## src/rtl/ecps_pkg.sv

```systemverilog
// ---------------------------------------------------------------------------
// ecps_pkg
// codes, item types and control state for the charge pilot sequencer
// ---------------------------------------------------------------------------
package ecps_pkg;

	typedef enum logic [1:0] {
		OP_TICK  = 2'd0,
		OP_START = 2'd1,
		OP_STOP  = 2'd2
	} opcode_t;

	typedef enum logic [1:0] {
		PL_12V = 2'd0,
		PL_9V  = 2'd1,
		PL_6V  = 2'd2,
		PL_ERR = 2'd3
	} pilot_t;

	typedef enum logic [2:0] {
		ST_READY    = 3'd0,
		ST_STARTING = 3'd1,
		ST_STARTOK  = 3'd2,
		ST_CHARGING = 3'd3,
		ST_FULL     = 3'd4,
		ST_STOPPING = 3'd5,
		ST_STOPOK   = 3'd6
	} state_t;

	typedef enum logic [2:0] {
		SC_NONE     = 3'd0,
		SC_READY    = 3'd1,
		SC_WORKING  = 3'd2,
		SC_FULL     = 3'd3,
		SC_FINISHED = 3'd4
	} status_t;

	// one accepted input item
	typedef struct packed {
		logic [1:0] opcode;
		logic       target_outlet;
		logic [1:0] pilot_level;
		logic       fault_undervoltage;
		logic       fault_overvoltage;
		logic       fault_any;
	} in_item_t;

	// sequencer control state
	typedef struct packed {
		state_t  seq;
		status_t status;
		logic    pwm;
		logic    relay;
	} ctl_t;

	// one result item
	typedef struct packed {
		logic [2:0] charge_state;
		logic [2:0] outlet_status;
		logic       pwm_enable;
		logic       relay_closed;
		logic       start_ok_pulse;
		logic       stop_done_pulse;
	} out_item_t;

endpackage

```

## src/rtl/ecps_if.sv

```systemverilog
// ---------------------------------------------------------------------------
// ecps channel interfaces
// valid/ready channels for input items and result items
// ---------------------------------------------------------------------------
interface ecps_in_if;
	logic       valid;
	logic       ready;
	logic [1:0] opcode;
	logic       target_outlet;
	logic [1:0] pilot_level;
	logic       fault_undervoltage;
	logic       fault_overvoltage;
	logic       fault_any;

	modport source (
		output valid, opcode, target_outlet, pilot_level,
		output fault_undervoltage, fault_overvoltage, fault_any,
		input  ready
	);
	modport sink (
		input  valid, opcode, target_outlet, pilot_level,
		input  fault_undervoltage, fault_overvoltage, fault_any,
		output ready
	);
endinterface

interface ecps_out_if;
	logic       valid;
	logic       ready;
	logic [2:0] charge_state;
	logic [2:0] outlet_status;
	logic       pwm_enable;
	logic       relay_closed;
	logic       start_ok_pulse;
	logic       stop_done_pulse;

	modport source (
		output valid, charge_state, outlet_status, pwm_enable, relay_closed,
		output start_ok_pulse, stop_done_pulse,
		input  ready
	);
	modport sink (
		input  valid, charge_state, outlet_status, pwm_enable, relay_closed,
		input  start_ok_pulse, stop_done_pulse,
		output ready
	);
endinterface

```

## src/rtl/ecps_step.sv

```systemverilog
// ---------------------------------------------------------------------------
// ecps_step
// next control state and pulses for one item
// ---------------------------------------------------------------------------
module ecps_step (
	input  ecps_pkg::in_item_t item,
	input  ecps_pkg::ctl_t     cur,
	output ecps_pkg::ctl_t     nxt,
	output logic               start_ok,
	output logic               stop_done
);
	import ecps_pkg::*;

	logic lost;
	logic supply_fault;

	assign lost         = (item.pilot_level == PL_12V) || (item.pilot_level == PL_ERR);
	assign supply_fault = item.fault_undervoltage | item.fault_overvoltage;

	// next state
	always_comb begin
		nxt = cur;
		unique case (item.opcode)
			OP_TICK: begin
				unique case (cur.seq)
					ST_STARTING: begin
						if (item.pilot_level == PL_6V || item.pilot_level == PL_9V) begin
							nxt.pwm    = 1'b1;
							nxt.seq    = ST_STARTOK;
							nxt.status = SC_READY;
						end else begin
							nxt.seq = ST_STOPPING;
						end
					end
					ST_STARTOK: begin
						if (item.pilot_level == PL_6V) begin
							nxt.relay  = 1'b1;
							nxt.seq    = ST_CHARGING;
							nxt.status = SC_WORKING;
						end else if (lost) begin
							nxt.seq = ST_STOPPING;
						end
					end
					ST_CHARGING: begin
						if (item.pilot_level == PL_9V) begin
							nxt.relay  = 1'b0;
							nxt.seq    = ST_FULL;
							nxt.status = SC_FULL;
						end
						if (lost) begin
							nxt.seq = ST_STOPPING;
						end
						// supply fault wins over the pilot
						if (supply_fault) begin
							nxt.relay  = 1'b0;
							nxt.seq    = ST_FULL;
							nxt.status = SC_FULL;
						end
					end
					ST_FULL: begin
						if (lost) begin
							nxt.seq = ST_STOPPING;
						end else if (!supply_fault && item.pilot_level == PL_6V) begin
							nxt.relay  = 1'b1;
							nxt.seq    = ST_CHARGING;
							nxt.status = SC_WORKING;
						end
					end
					ST_STOPPING: begin
						nxt.pwm   = 1'b0;
						nxt.relay = 1'b0;
						nxt.seq   = ST_STOPOK;
					end
					ST_STOPOK: begin
						nxt.status = SC_FINISHED;
						nxt.seq    = ST_READY;
					end
					default: begin
					end
				endcase
			end
			OP_START: begin
				if (!item.fault_any && cur.seq == ST_READY) begin
					nxt.seq = ST_STARTING;
				end
			end
			OP_STOP: begin
				if (cur.status != SC_NONE) begin
					nxt.seq = ST_STOPPING;
				end
			end
			default: begin
			end
		endcase
	end

	// pulses, ticks only
	always_comb begin
		start_ok  = (item.opcode == OP_TICK) && (cur.seq == ST_STARTOK) &&
			(item.pilot_level == PL_6V);
		stop_done = (item.opcode == OP_TICK) && (cur.seq == ST_STOPOK);
	end

endmodule

```

## src/rtl/ecps_out_stage.sv

```systemverilog
// ---------------------------------------------------------------------------
// ecps_out_stage
// result register in front of the output channel
// ---------------------------------------------------------------------------
module ecps_out_stage (
	input  logic                clk,
	input  logic                arst_n,
	input  logic                load,
	input  ecps_pkg::out_item_t data,
	output logic                free,
	ecps_out_if.source          result
);
	import ecps_pkg::*;

	logic      valid_q;
	out_item_t data_q;

	assign free = !valid_q || result.ready;

	always_ff @(posedge clk or negedge arst_n) begin
		if (!arst_n) begin
			valid_q <= 1'b0;
		end else if (load) begin
			valid_q <= 1'b1;
		end else if (result.ready) begin
			valid_q <= 1'b0;
		end
	end

	always_ff @(posedge clk) begin
		if (load) begin
			data_q <= data;
		end
	end

	assign result.valid           = valid_q;
	assign result.charge_state    = data_q.charge_state;
	assign result.outlet_status   = data_q.outlet_status;
	assign result.pwm_enable      = data_q.pwm_enable;
	assign result.relay_closed    = data_q.relay_closed;
	assign result.start_ok_pulse  = data_q.start_ok_pulse;
	assign result.stop_done_pulse = data_q.stop_done_pulse;

endmodule

```

## src/rtl/ev_charge_pilot_sequencer_top.sv

```systemverilog
// ---------------------------------------------------------------------------
// ev_charge_pilot_sequencer_top
// control-pilot sequencer for one ac charging outlet
// ---------------------------------------------------------------------------
// Each transfer on cmd is a sequencer tick (opcode 0, with the sensed pilot
// level and supply-fault flags), a start command (1) or a stop command (2);
// opcode 3 changes nothing. Every item gives exactly one transfer on result,
// showing the charge state, outlet status, pwm enable and relay drive after
// the item, plus start-ok and stop-done pulses that can only be set on ticks.
// An item is registered on acceptance, passes through the next-state logic
// against the control-state register in the following cycle and lands in the
// result register once that is free; result valid thus follows the input and
// result registers. One item is taken every cycle while result is ready; the
// rate is set by the control-state update loop through ctl_q. A held result
// stalls cmd only once the input register is also occupied.
// ---------------------------------------------------------------------------
module ev_charge_pilot_sequencer_top (
	input  logic       clk,
	input  logic       arst_n,
	ecps_in_if.sink    cmd,
	ecps_out_if.source result
);
	import ecps_pkg::*;

	// input register
	in_item_t  item_s1;
	logic      valid_s1;

	// control state
	ctl_t      ctl_q;
	ctl_t      ctl_nxt;
	logic      start_ok;
	logic      stop_done;

	// handshake between the stages
	logic      out_free;
	logic      advance;
	out_item_t res;

	assign advance   = valid_s1 && out_free;
	assign cmd.ready = !valid_s1 || out_free;

	always_ff @(posedge clk or negedge arst_n) begin
		if (!arst_n) begin
			valid_s1 <= 1'b0;
		end else if (cmd.ready) begin
			valid_s1 <= cmd.valid;
		end
	end

	// payload only, no reset needed
	always_ff @(posedge clk) begin
		if (cmd.valid && cmd.ready) begin
			item_s1.opcode             <= cmd.opcode;
			item_s1.target_outlet      <= cmd.target_outlet;
			item_s1.pilot_level        <= cmd.pilot_level;
			item_s1.fault_undervoltage <= cmd.fault_undervoltage;
			item_s1.fault_overvoltage  <= cmd.fault_overvoltage;
			item_s1.fault_any          <= cmd.fault_any;
		end
	end

	ecps_step u_step (
		.item      (item_s1),
		.cur       (ctl_q),
		.nxt       (ctl_nxt),
		.start_ok  (start_ok),
		.stop_done (stop_done)
	);

	// control state commits when the item moves into the result register
	always_ff @(posedge clk or negedge arst_n) begin
		if (!arst_n) begin
			ctl_q.seq    <= ST_READY;
			ctl_q.status <= SC_NONE;
			ctl_q.pwm    <= 1'b0;
			ctl_q.relay  <= 1'b0;
		end else if (advance) begin
			ctl_q <= ctl_nxt;
		end
	end

	always_comb begin
		res.charge_state    = ctl_nxt.seq;
		res.outlet_status   = ctl_nxt.status;
		res.pwm_enable      = ctl_nxt.pwm;
		res.relay_closed    = ctl_nxt.relay;
		res.start_ok_pulse  = start_ok;
		res.stop_done_pulse = stop_done;
	end

	ecps_out_stage u_out (
		.clk    (clk),
		.arst_n (arst_n),
		.load   (advance),
		.data   (res),
		.free   (out_free),
		.result (result)
	);

endmodule

```

## src/flat_wrapper.sv

```systemverilog
// flat-port wrapper written by rule: the top's interface ports become plain ports
module ev_charge_pilot_sequencer_top_flat import ecps_pkg::*;
  (clk, arst_n, cmd_valid, cmd_opcode, cmd_target_outlet, cmd_pilot_level, cmd_fault_undervoltage, cmd_fault_overvoltage, cmd_fault_any, cmd_ready, result_valid, result_charge_state, result_outlet_status, result_pwm_enable, result_relay_closed, result_start_ok_pulse, result_stop_done_pulse, result_ready);
  ecps_in_if cmd_i ();
  ecps_out_if result_i ();
  input  logic clk;
  input  logic arst_n;
  input wire logic [$bits(cmd_i.valid)-1:0] cmd_valid;
  input wire logic [$bits(cmd_i.opcode)-1:0] cmd_opcode;
  input wire logic [$bits(cmd_i.target_outlet)-1:0] cmd_target_outlet;
  input wire logic [$bits(cmd_i.pilot_level)-1:0] cmd_pilot_level;
  input wire logic [$bits(cmd_i.fault_undervoltage)-1:0] cmd_fault_undervoltage;
  input wire logic [$bits(cmd_i.fault_overvoltage)-1:0] cmd_fault_overvoltage;
  input wire logic [$bits(cmd_i.fault_any)-1:0] cmd_fault_any;
  output wire logic [$bits(cmd_i.ready)-1:0] cmd_ready;
  output wire logic [$bits(result_i.valid)-1:0] result_valid;
  output wire logic [$bits(result_i.charge_state)-1:0] result_charge_state;
  output wire logic [$bits(result_i.outlet_status)-1:0] result_outlet_status;
  output wire logic [$bits(result_i.pwm_enable)-1:0] result_pwm_enable;
  output wire logic [$bits(result_i.relay_closed)-1:0] result_relay_closed;
  output wire logic [$bits(result_i.start_ok_pulse)-1:0] result_start_ok_pulse;
  output wire logic [$bits(result_i.stop_done_pulse)-1:0] result_stop_done_pulse;
  input wire logic [$bits(result_i.ready)-1:0] result_ready;
  assign cmd_i.valid = cmd_valid;
  assign cmd_i.opcode = cmd_opcode;
  assign cmd_i.target_outlet = cmd_target_outlet;
  assign cmd_i.pilot_level = cmd_pilot_level;
  assign cmd_i.fault_undervoltage = cmd_fault_undervoltage;
  assign cmd_i.fault_overvoltage = cmd_fault_overvoltage;
  assign cmd_i.fault_any = cmd_fault_any;
  assign cmd_ready = cmd_i.ready;
  assign result_valid = result_i.valid;
  assign result_charge_state = result_i.charge_state;
  assign result_outlet_status = result_i.outlet_status;
  assign result_pwm_enable = result_i.pwm_enable;
  assign result_relay_closed = result_i.relay_closed;
  assign result_start_ok_pulse = result_i.start_ok_pulse;
  assign result_stop_done_pulse = result_i.stop_done_pulse;
  assign result_i.ready = result_ready;
  ev_charge_pilot_sequencer_top u_core (.clk(clk), .arst_n(arst_n), .cmd(cmd_i), .result(result_i));
endmodule
```

## config.mk

```make
export PLATFORM = sky130hd
export DESIGN_NAME = ev_charge_pilot_sequencer_top_flat
export DESIGN_NICKNAME = d
export VERILOG_FILES = /design/src/rtl/ecps_pkg.sv /design/src/rtl/ecps_if.sv /design/src/rtl/ecps_step.sv /design/src/rtl/ecps_out_stage.sv /design/src/rtl/ev_charge_pilot_sequencer_top.sv /design/src/flat_wrapper.sv
export SDC_FILE = /design/constraint.sdc
export NUM_CORES = 1
export LEC_CHECK = 0
export ABC_AREA = 1
export BUFFER_PORTS_ARGS = -buffer_cell sky130_fd_sc_hd__clkbuf_2
export CAP_MARGIN = 10
export CORE_AREA = 2 2 58 60
export CTS_BUF_LIST = sky130_fd_sc_hd__clkbuf_4
export CTS_CLUSTER_SIZE = 12
export DETAILED_ROUTE_END_ITERATION = 8
export DIE_AREA = 0 0 60 62
export GPL_ROUTABILITY_DRIVEN = 1
export PLACE_DENSITY = 0.71
export SYNTH_ARGS = -nofsm -noshare
export SYNTH_HDL_FRONTEND = slang
export SYNTH_SLANG_ARGS = --single-unit
```

## constraint.sdc

```tcl
create_clock -name clk -period 2.62 [get_ports clk]
set_input_delay 0.131 -clock clk [delete_from_list [all_inputs] [get_ports clk]]
set_output_delay 0.131 -clock clk [all_outputs]
set_load 0.05 [all_outputs]
```

Yosys cells after proc, flatten, opt, wreduce, memory -nomap -nowiden
Cells that the tools add are included.
- logic and storage cells: 75
- register bits: 27
- bits of input ports: 12
- muxes and demuxes: 26
- reduce and logical (&&, ||, !) cells: 20
- bitwise logic cells: 1
- eq/ne operators: 11
- operator list (operator ; number):
    $mux W3 ; 9
    $mux W6 ; 3
    $pmux W3 S6 ; 1
    $pmux W3 S5 ; 1
    $eq A3 B3 Y1 const B ; 3
    $pmux W3 S3 ; 1
    $logic_and A1 B1 Y1 ; 7
    $mux W1 ; 7
    $eq A2 B2 Y1 const B ; 3
    $eq A3 B2 Y1 const B ; 2
    $mux W5 ; 1
    $eq A2 B1 Y1 const B ; 2
    $logic_not A1 Y1 ; 4
    $logic_not A2 Y1 ; 2
    $logic_or A1 B1 Y1 ; 4
    $mux W4 ; 1
    $pmux W1 S4 ; 1
    $eq A3 B1 Y1 const B ; 1
    $logic_not A3 Y1 ; 1
    $reduce_bool A3 Y1 ; 1
    $pmux W1 S2 ; 1
    $reduce_bool A2 Y1 ; 1
    $or A1 B1 Y1 ; 1

Longest topological paths before layout
Gate-level depths: netlist of run 1.
- depth after elaboration: 7
- depth in mapped cells: 13
- mapped depth without buffers: 13

Hierarchy
A second synthesis of run 1 with hierarchy kept.
- cell total of the unflattened synthesis: 176
- area total of the unflattened synthesis: 1475.2 µm²
- modules (own cells, without submodules) (module ; cells each ; sequential area each (µm²) ; instances ; area an instance (µm²)):
    ev_charge_pilot_sequencer_top ; 50 ; 465.4 ; 1 ; 614.3
    ecps_step ; 111 ; 0.0 ; 1 ; 515.5
    ecps_out_stage ; 15 ; 325.3 ; 1 ; 345.3

Worst setup path after synthesis of run 1
Ideal clock, no wire load.
- path kind: register to register
- start: register u_core.u_out.valid_q, in the netlist u_core.u_out.result.valid
- end: register u_core.item_s1[0] (netlist bit), enable pin
- buffers on the path: 0
- data arrival time: 1523 ps
- stages on the path, launching flop included: 4
- setup slack: 826 ps
- setup time: 270 ps
- cell sequence: dfrtp_1 -> nand3_1 -> nand2_1 -> inv_1
- longest elaborated chain between the ends: 4
- RTL lines (what ; RTL line ; text):
    start: declaration ; ecps_out_stage.sv:15 ; logic valid_q;
    start signal: assignment ; ecps_out_stage.sv:22 ; valid_q <= 1'b0;
    start signal: assignment ; ecps_out_stage.sv:24 ; valid_q <= 1'b1;
    start signal: assignment ; ecps_out_stage.sv:26 ; valid_q <= 1'b0;
    $logic_not A1 Y1 ; ecps_out_stage.sv:18 ; assign free = !valid_q || result.ready;
    $logic_or A1 B1 Y1 ; ecps_out_stage.sv:18 ;
    $logic_or A1 B1 Y1 ; ev_charge_pilot_sequencer_top.sv:41 ; assign cmd.ready = !valid_s1 || out_free;
    named net cmd_ready ; flat_wrapper.sv:15 ; output wire logic [$bits(cmd_i.ready)-1:0] cmd_ready;
    $logic_and A1 B1 Y1 ; ev_charge_pilot_sequencer_top.sv:53 ; if (cmd.valid && cmd.ready) begin
    end: declaration ; ev_charge_pilot_sequencer_top.sv:26 ; in_item_t item_s1;
The timed path passes the listed nets, and every way through them passes these cells.
A chain may end at the register's enable or synchronous reset.

==> results_dict.tcl, run 1 <==
set metrics [dict create \
    status "finished clean" \
    via_per_inst 4.83 \
    cp_top_family "flip-flops" \
    cp_cell_sequence "inv_1 -> nand2_2 -> nand2_1 -> nor3_1 -> nand2_1 -> nand2_1 -> nand2_1" \
    met3_length_um 148 \
    finalHoldViolCount 0 \
    maxCapViolations 0 \
    cts.repair.resized 0 \
    worstSetupStartpointType "register" \
    vias 1231 \
    grt_pass1_wl_um 4900 \
    clk_latency_ps 320 \
    ant_nets 0 \
    skew_ps 6.41 \
    synth_cells 178 \
    rows 21 \
    drt_iter0_markers 70 \
    period_share 0.676 \
    cts-buffers-inserted 3 \
    gp_congestion 0.960 \
    drv_slew 0 \
    holdCritPathClass "primary input to register" \
    core-area_um2 3180 \
    start_util 0.460 \
    synthesis.area_um2 1460 \
    syn_area_per_cell_um2 8.21 \
    rsz0062_at_grt "false" \
    worstPathArrival_ps 1850 \
    pre_cts_ws_ps 875 \
    final_area_um2 1710 \
    ys_seq_area_frac 0.521 \
    cp-end-kind "register" \
    synth-seq-cells 27 \
    worstSetupPathType "register to register" \
    wl_met2_um 1430 \
    grt_overflow_total 0 \
    irDropWorstVdd_v 0.000428 \
    grt.total_usage 0.180 \
    crit_path_max_incr_delay_ps 650 \
    io_pins 24 \
    tns_ps 0 \
    worstPathMaxFanout 13 \
    mostFrequentLayoutCells "55 x nand2_1, 22 x inv_1, 22 x clkbuf_2" \
    syn_to_final_growth_pct 16.8 \
    die_w_um 60 \
    synthesis.nets 192 \
    synth_compound_area_frac 0.0659 \
    min_period_ps 1770 \
    worstPathRequired_ps 2700 \
    totalPowerFinal_mw 1.67 \
    synth_xor_area_frac 0 \
    powerDensity_nw_per_um2 979 \
    first_pass_iters 4 \
    placed_area_um2 1600 \
    max_freq_mhz 565 \
    p_leak_nw 0.839 \
    dieArea_um2 3720 \
    layout_commonest_cell "nand2_1" \
    worstMarginPinSlew_ps 545 \
    cts_tree "yes" \
    root_buffer "clkbuf_4" \
    final_nets 224 \
    fin_ws_ps 850 \
    antenna_found_initial 0 \
    yosysWarningCount 0 \
    ys_top_cells_by_area "edfxtp_1 35%, dfrtp_1 17%, nand2_1 14%" \
    yosysTopAreaCellShare 0.349 \
    cp_num_buf_inv 1 \
    die_y_um 62 \
    cp_slowest_cell "dfrtp_1" \
    cpMostUsedCell "nand2_1" \
    slew_headroom 0.634 \
    yosys.area_share.adder 0.0171 \
    grt_max_degree 19 \
    dp_hpwl_um 2200 \
    yosys.area_share.simple 0.313 \
    synth_top_family_by_area "simple AND/OR/NAND/NOR gates" \
    h-tree-depth 1 \
    cts_buffer_depth 2 \
    synth_top_cell_by_area "edfxtp_1" \
    drc 0 \
    clkSinkCount 27 \
    postCtsSetupRepairBufs 0 \
    r2r_setup_slack_ps 850 \
    setup_violations 0 \
    wl_um 2930 \
    io_buffers 22 \
    drive_gt1_frac 0.167 \
    met1Wirelength_um 1320 \
    highest_layer "met4" \
    grt_pass1_vias 1150 \
    muxShareOfSynthArea 0 \
    clk_transition_reported_paths_ps 140 \
    n_antenna_cell 0 \
    wl_per_cell_um 11.5 \
    synth_cell_types 24 \
]
per-stage QoR:
| step | std cells | util | hold WS (ps) |
|---|---|---|---|
| final | 255 | 0.537 | 6.25 |
| after detailed placement | 243 | 0.503 | 16.3 |
| after global placement | 243 | 0.503 | 13.0 |
| after CTS | 255 | 0.537 | 1.99 |
| after global routing | 255 | 0.537 | 24.8 |
| after floorplan | 178 | - | -165 |
cells by family after synthesis:
group,count (synthesis)
compound gates,17
fa+ha+maj,2
buf+inv,27
flops,27
simple gates,105
final timing paths:
path                            depth (start not counted)                                  end       startpoint
worst min-delay path                                    3                      u_core.valid_s1        cmd_valid
worst min register to register                          2                      u_core.ctl_q[1]  u_core.ctl_q[1]
max in group asynchronous                               2                      u_core.ctl_q[5]           arst_n
worst max-delay path                                    7  u_core.u_out.result.charge_state[1]  u_core.ctl_q[5]
min in group asynchronous                               2                      u_core.ctl_q[3]           arst_n
worst max register to register                          7  u_core.u_out.result.charge_state[1]  u_core.ctl_q[5]
worst reg2reg max path, stage by stage, from the launching register on:
cell and delay, ps:
dfrtp_1 650, inv_1 250, nand2_2 160, nand2_1 80, nor3_1 170, nand2_1 90
nand2_1 70, nand2_1 70
metal layers:
layer / GRT usage / up-vias
met1: 0.220 / 548
met5: 0 / -
met3: 0.0331 / 7
li1: - / 635
met2: 0.323 / 41
met4: 0.0571 / 0
sequential cells by signal, summed over array words and instances (netlist names):
register                             count
u_core.ctl_q                             8
u_core.valid_s1                          1
u_core.u_out.result.valid                1
u_core.u_out.result.relay_closed         1
u_core.item_s1                           7
u_core.u_out.result.outlet_status        3
u_core.u_out.result.charge_state         3
u_core.u_out.result.pwm_enable           1
u_core.u_out.result.stop_done_pulse      1
u_core.u_out.result.start_ok_pulse       1
power breakdown:
group	internal (mW)	switching (mW)
sequential	0.581	0.126
clock	0.0572	0.117
combinational	0.236	0.554
total	0.874	0.798
synthesized netlist by cell type:
cell / n
inv_1: 22
nand2_1: 55
o21ai_1: 1
o21ai_2: 1
nor2_1: 21
nand2_2: 2
nand2_4: 1
buf_6: 2
o21ai_0: 8
nand3_1: 19
edfxtp_1: 17
nor3_2: 2
inv_4: 1
ha_1: 2
o21bai_1: 1
nor3_1: 3
dfrtp_1: 10
o211ai_1: 1
a21oi_1: 3
buf_4: 1
a31oi_1: 2
nor2_4: 1
clkinv_1: 1
nor2_2: 1
layout make-up:
type                    count  area [µm²]
repair buffers             30         190
well taps                  46        57.6
fillers                   314        1470
flip-flops and latches     27         761
clock inverters             1        5.00
inverters                  24        92.6
multi-input cells         124         578
clock buffers               3        22.5
repair_timing:
item	CTS	global route
hold buffers	8	0
setup endpoints to repair	0	0
endpoints found under the hold margin	17	0
(Power assumes the default switching activity.)
==> inputs of run 2 (changes only) <==
--- a/config.mk
+++ b/config.mk
@@ -14,7 +14,7 @@
 export DETAILED_ROUTE_END_ITERATION = 8
 export DIE_AREA = 0 0 60 62
 export GPL_ROUTABILITY_DRIVEN = 1
-export PLACE_DENSITY = 0.71
+export PLACE_DENSITY = 0.74
 export SYNTH_ARGS = -nofsm -noshare
 export SYNTH_HDL_FRONTEND = slang
 export SYNTH_SLANG_ARGS = --single-unit
==> constraint.sdc (replaced) <==
create_clock -name clk -period 1.44 [get_ports clk]
set_input_delay 0.072 -clock clk [delete_from_list [all_inputs] [get_ports clk]]
set_output_delay 0.072 -clock clk [all_outputs]
set_load 0.05 [all_outputs]
==> results_dict.tcl, run 2 (synthesis gave the netlist of run 1 again) <==
set metrics [dict create \
    status "finished with violations" \
    violations "negative hold slack, negative setup slack" \
    grt_overflow_total 0 \
    reg_top3 "u_core.ctl_q x8, u_core.item_s1 x7" \
    die_y_um 62 \
    antenna_found_initial 0 \
    cp_top_family "simple AND/OR/NAND/NOR gates" \
    cp_cell_sequence "inv_2 -> ha_4 -> inv_4 -> nand3_4 -> nand2_4 -> nand2_2 -> nor2_2 -> nand2_1 -> nand2_1 -> nand3_2" \
    fin_ws_ps -161 \
    grt_pass1_vias 1279 \
    worstPathArrival_ps 1710 \
    max_freq_mhz 625 \
    powerDensity_nw_per_um2 1770 \
    dieArea_um2 3720 \
    drive_gt1_frac 0.419 \
    worstPathRequired_ps 1540 \
    finalHoldViolCount 1 \
    regMostFlops "u_core.ctl_q" \
    period_share 1.11 \
    worstPathMaxFanout 4 \
    r2r_cells 10 \
    instances_no_fill 282 \
    rows 21 \
    drt_iter0_markers 72 \
    largest_reg_flops 8 \
    wl_um 3750 \
    mostFrequentLayoutCells "48 x nand2_1, 22 x clkbuf_2, 20 x buf_4" \
    p_int_mw 2.01 \
    layout_commonest_cell "nand2_1" \
    io_buffers 22 \
    p_seq_frac 0.332 \
    min_period_ps 1600 \
    cts-buffers-inserted 3 \
    holdCritPathClass "primary input to register" \
    clk_latency_ps 340 \
    path_depth 10 \
    hold_ws_ps -2.30 \
    io_pins 24 \
    placed_area_um2 1810 \
    clkSinkCount 27 \
    slew_headroom 0.803 \
    rsz0062_at_grt "true" \
    cts_tree "yes" \
    grt_pass1_wl_um 5550 \
    gp_congestion 0.959 \
    setup_violations 12 \
    vias 1419 \
    p_clk_frac 0.097 \
    syn_to_final_growth_pct 45.5 \
    worstSetupStartpointType "register" \
    p_comb_frac 0.572 \
    p_sw_frac 0.467 \
    root_buffer "clkbuf_4" \
    dp_hpwl_um 2490 \
    h-tree-depth 1 \
    first_pass_iters 4 \
    tns_ps -1130 \
    start_util 0.460 \
    crit_path_start "u_core.item_s1[3]" \
    worstSetupPathType "register to register" \
    cpMostUsedCell "nand2_1" \
    p_sw_mw 1.76 \
    crit_path_max_incr_delay_ps 440 \
    cts_buffer_depth 2 \
    p_leak_nw 1.00 \
    clk_transition_reported_paths_ps 150 \
    r2r-start "u_core.item_s1[3]" \
    core-area_um2 3180 \
    drc 0 \
    wl_per_cell_um 13.3 \
    r2r-end "u_core.u_out.result.charge_state[2]" \
    final_nets 251 \
    final_util 0.669 \
    grt_max_degree 19 \
    worstMarginPinSlew_ps 295 \
    grt.total_usage 0.206 \
    drv_slew 0 \
    n_antenna_cell 0 \
    die_w_um 60 \
    totalPowerFinal_mw 3.77 \
    final_area_um2 2130 \
    skew_ps 2.36 \
    via_per_inst 5.03 \
    cp-end-kind "register" \
    maxCapViolations 0 \
    cp_slowest_cell "edfxtp_1" \
    r2r_setup_slack_ps -160 \
    cp-endpoint "u_core.u_out.result.charge_state[2]" \
    ant_nets 0 \
    dpl.cell_count 265 \
    cp_num_buf_inv 2 \
    irDropWorstVdd_v 0.000740 \
]
## run 2: cell type report
type	instances	area (µm²)
fillers	256	1050
multi-input cells	124	741
inverters	24	98.8
repair buffers	57	435
well taps	46	57.6
flip-flops and latches	27	764
clock buffers	4	30.0
## run 2: per-stage QoR
| stage | worst slack, ps | hold slack, ps |
|---|---|---|
| 3_5_place_dp | -159 | -39.2 |
| 4_1_cts | -143 | 9.17 |
| 5_1_grt | -222 | 30.9 |
| 2_1_floorplan | -6.28 | -224 |
| 3_3_place_gp | -176 | -39.5 |
| 6_report | -161 | -2.30 |
## run 2: repair_timing
action,4_1_cts,5_1_grt
setup buffers,1,3
pin swaps,5,20
endpoints found under the setup margin,16,16
endpoints found under the hold margin,18,0
hold buffers,9,0
gates resized for setup,9,44
## run 2: worst min path at each step
stage,start,cells after the start,end
after floorplan,arst_n,0,u_core.ctl_q[0]
after global placement,arst_n,1,u_core.ctl_q[5]
after detailed placement,arst_n,1,u_core.ctl_q[5]
after CTS,result_ready,4,u_core.valid_s1
after global routing,result_ready,4,u_core.valid_s1
final,result_ready,4,u_core.valid_s1
## run 2: worst register-to-register path: cells and delay by family, from the launching register on
kind / cells / cell delay (ps)
flip-flops: 1 / 440
buffers and inverters: 2 / 170
AND/OR/NAND/NOR: 7 / 540
adder cells (fa/ha/maj): 1 / 220
## run 2: per-layer routing
layer / global-route usage / vias to the layer above / routed length [µm]
met2: 0.387 / 57 / 1990
met3: 0.0290 / 11 / 183
li1: - / 694 / -
met4: 0.0889 / 0 / 77
met1: 0.232 / 657 / 1500
met5: 0 / - / 0
## run 2: power groups by stage
| stage | logic, mW | registers, mW | clock network [mW] |
|---|---|---|---|
| after detailed placement | 1.80 | 1.25 | 0 |
| after global placement | 1.81 | 1.23 | 0 |
| final | 2.16 | 1.25 | 0.364 |
| after floorplan | 1.03 | 1.43 | 0 |
| after global routing | 2.35 | 1.28 | 0.376 |
| after CTS | 1.87 | 1.24 | 0.355 |
==> inputs of run 3 (changes only) <==
--- a/config.mk
+++ b/config.mk
@@ -15,6 +15,7 @@
 export DIE_AREA = 0 0 60 62
 export GPL_ROUTABILITY_DRIVEN = 1
 export PLACE_DENSITY = 0.74
+export RECOVER_POWER = 100
 export SYNTH_ARGS = -nofsm -noshare
 export SYNTH_HDL_FRONTEND = slang
 export SYNTH_SLANG_ARGS = --single-unit
==> results_dict.tcl, run 3 (synthesis gave the netlist of run 1 again) <==
set metrics [dict create \
    max_freq_mhz 627 \
    hold_ws_ps -10.4 \
    gp_congestion 0.959 \
    fin_ws_ps -156 \
    final_nets 251 \
    dieArea_um2 3720 \
    root_buffer "clkbuf_4" \
    h-tree-depth 1 \
    grt_max_degree 19 \
    mostFrequentLayoutCells "48 x nand2_1, 20 x buf_4, 17 x edfxtp_1" \
    dp_hpwl_um 2490 \
    finalHoldViolCount 1 \
    layout_commonest_cell "nand2_1" \
    cp-end-kind "register" \
    worstMarginPinSlew_ps 594 \
    cts_buffer_depth 2 \
    worstSetupStartpointType "register" \
    period_share 1.11 \
    worstPathMaxFanout 4 \
    violations "negative hold slack, negative setup slack" \
    status "finished with violations" \
    grt_pass1_wl_um 5550 \
    tns_ps -1070 \
    n_antenna_cell 0 \
    cts_tree "yes" \
    regMostFlops "u_core.ctl_q" \
    skew_ps 6.21 \
    powerDensity_nw_per_um2 1780 \
    irDropWorstVdd_v 0.000731 \
    reg_top3 "u_core.ctl_q x8, u_core.item_s1 x7" \
    wl_per_cell_um 13.3 \
    io_pins 24 \
    worstPathRequired_ps 1550 \
    antenna_found_initial 0 \
    pre_cts_ws_ps -159 \
    core-area_um2 3180 \
    die_y_um 62 \
    first_pass_iters 5 \
    p_leak_nw 0.962 \
    ant_nets 0 \
    clk_transition_reported_paths_ps 150 \
    worstSetupPathType "register to register" \
    clkSinkCount 27 \
    holdCritPathClass "primary input to register" \
    grt_overflow_total 0 \
    die_w_um 60 \
    rows 21 \
    setup_violations 13 \
    worstPathArrival_ps 1710 \
    maxCapViolations 0 \
    grt_pass1_vias 1279 \
    syn_to_final_growth_pct 43.8 \
    start_util 0.460 \
    drc 0 \
    largest_reg_flops 8 \
    via_per_inst 5.04 \
    rsz0062_at_grt "true" \
    r2r_setup_slack_ps -160 \
    io_buffers 22 \
    wl_um 3760 \
    final_util 0.661 \
    cts-buffers-inserted 3 \
    min_period_ps 1600 \
    drv_slew 0 \
    drt_iter0_markers 63 \
    drive_gt1_frac 0.364 \
    clk_latency_ps 340 \
    vias 1421 \
    slew_headroom 0.606 \
    grt.total_usage 0.206 \
]
-- run 3: power by group --
part | total, mW | internal [mW] | switching, mW
sequential | 1.25 | 1.06 | 0.182
clock | 0.363 | 0.128 | 0.235
combinational | 2.14 | 0.796 | 1.34
-- run 3: critical path, cell delays in order (launching register included) --
cell and delay, ps:
edfxtp_1 440, inv_2 90, ha_4 220, inv_4 70, nand3_4 90, nand2_4 110, nand2_2 60, nor2_2 70
nand2_1 60, nand2_1 80, nand3_2 70
-- run 3: what timing repair did --
action                     in CTS  in global routing
hold buffers                    9                  0
setup endpoints to repair      16                 16
pin swaps                       5                 20
buffers inserted                1                  3
gates resized for setup         9                 44
hold endpoints to repair       18                  0
-- run 3: final timing paths --
kind | startpoint | endpoint | depth (start not counted)
setup / recovery | u_core.item_s1[3] | u_core.u_out.result.charge_state[2] | 10
hold / removal | result_ready | u_core.u_out.result.valid | 4
max in group asynchronous | arst_n | u_core.ctl_q[6] | 2
setup reg to reg | u_core.item_s1[3] | u_core.u_out.result.charge_state[2] | 10
hold reg to reg | u_core.ctl_q[1] | u_core.ctl_q[1] | 2
min in group asynchronous | arst_n | u_core.ctl_q[3] | 2
-- run 3: metrics by stage --
step | power, mW | cells | instance area (µm²)
after detailed placement | 3.05 | 265 | 1810
after global routing | 3.98 | 282 | 2100
final | 3.75 | 282 | 2100
after CTS | 3.46 | 279 | 1970
after floorplan | 2.46 | 178 | 1480
after global placement | 3.04 | 265 | 1810
-- run 3: layout make-up --
cell class,instances,area [µm²]
fill,256,1080
timing repair buffer,57,420
tap,46,57.6
inverter,24,98.8
multi-input combinational,124,731
sequential,27,764
clock buffer,4,30.0
-- run 3: metal layers --
metal,vias up,share of wire,track usage
met5,-,0,0
met2,49,0.53,0.387
li1,693,-,-
met1,668,0.41,0.232
met3,11,0.040,0.0290
met4,0,0.024,0.0889
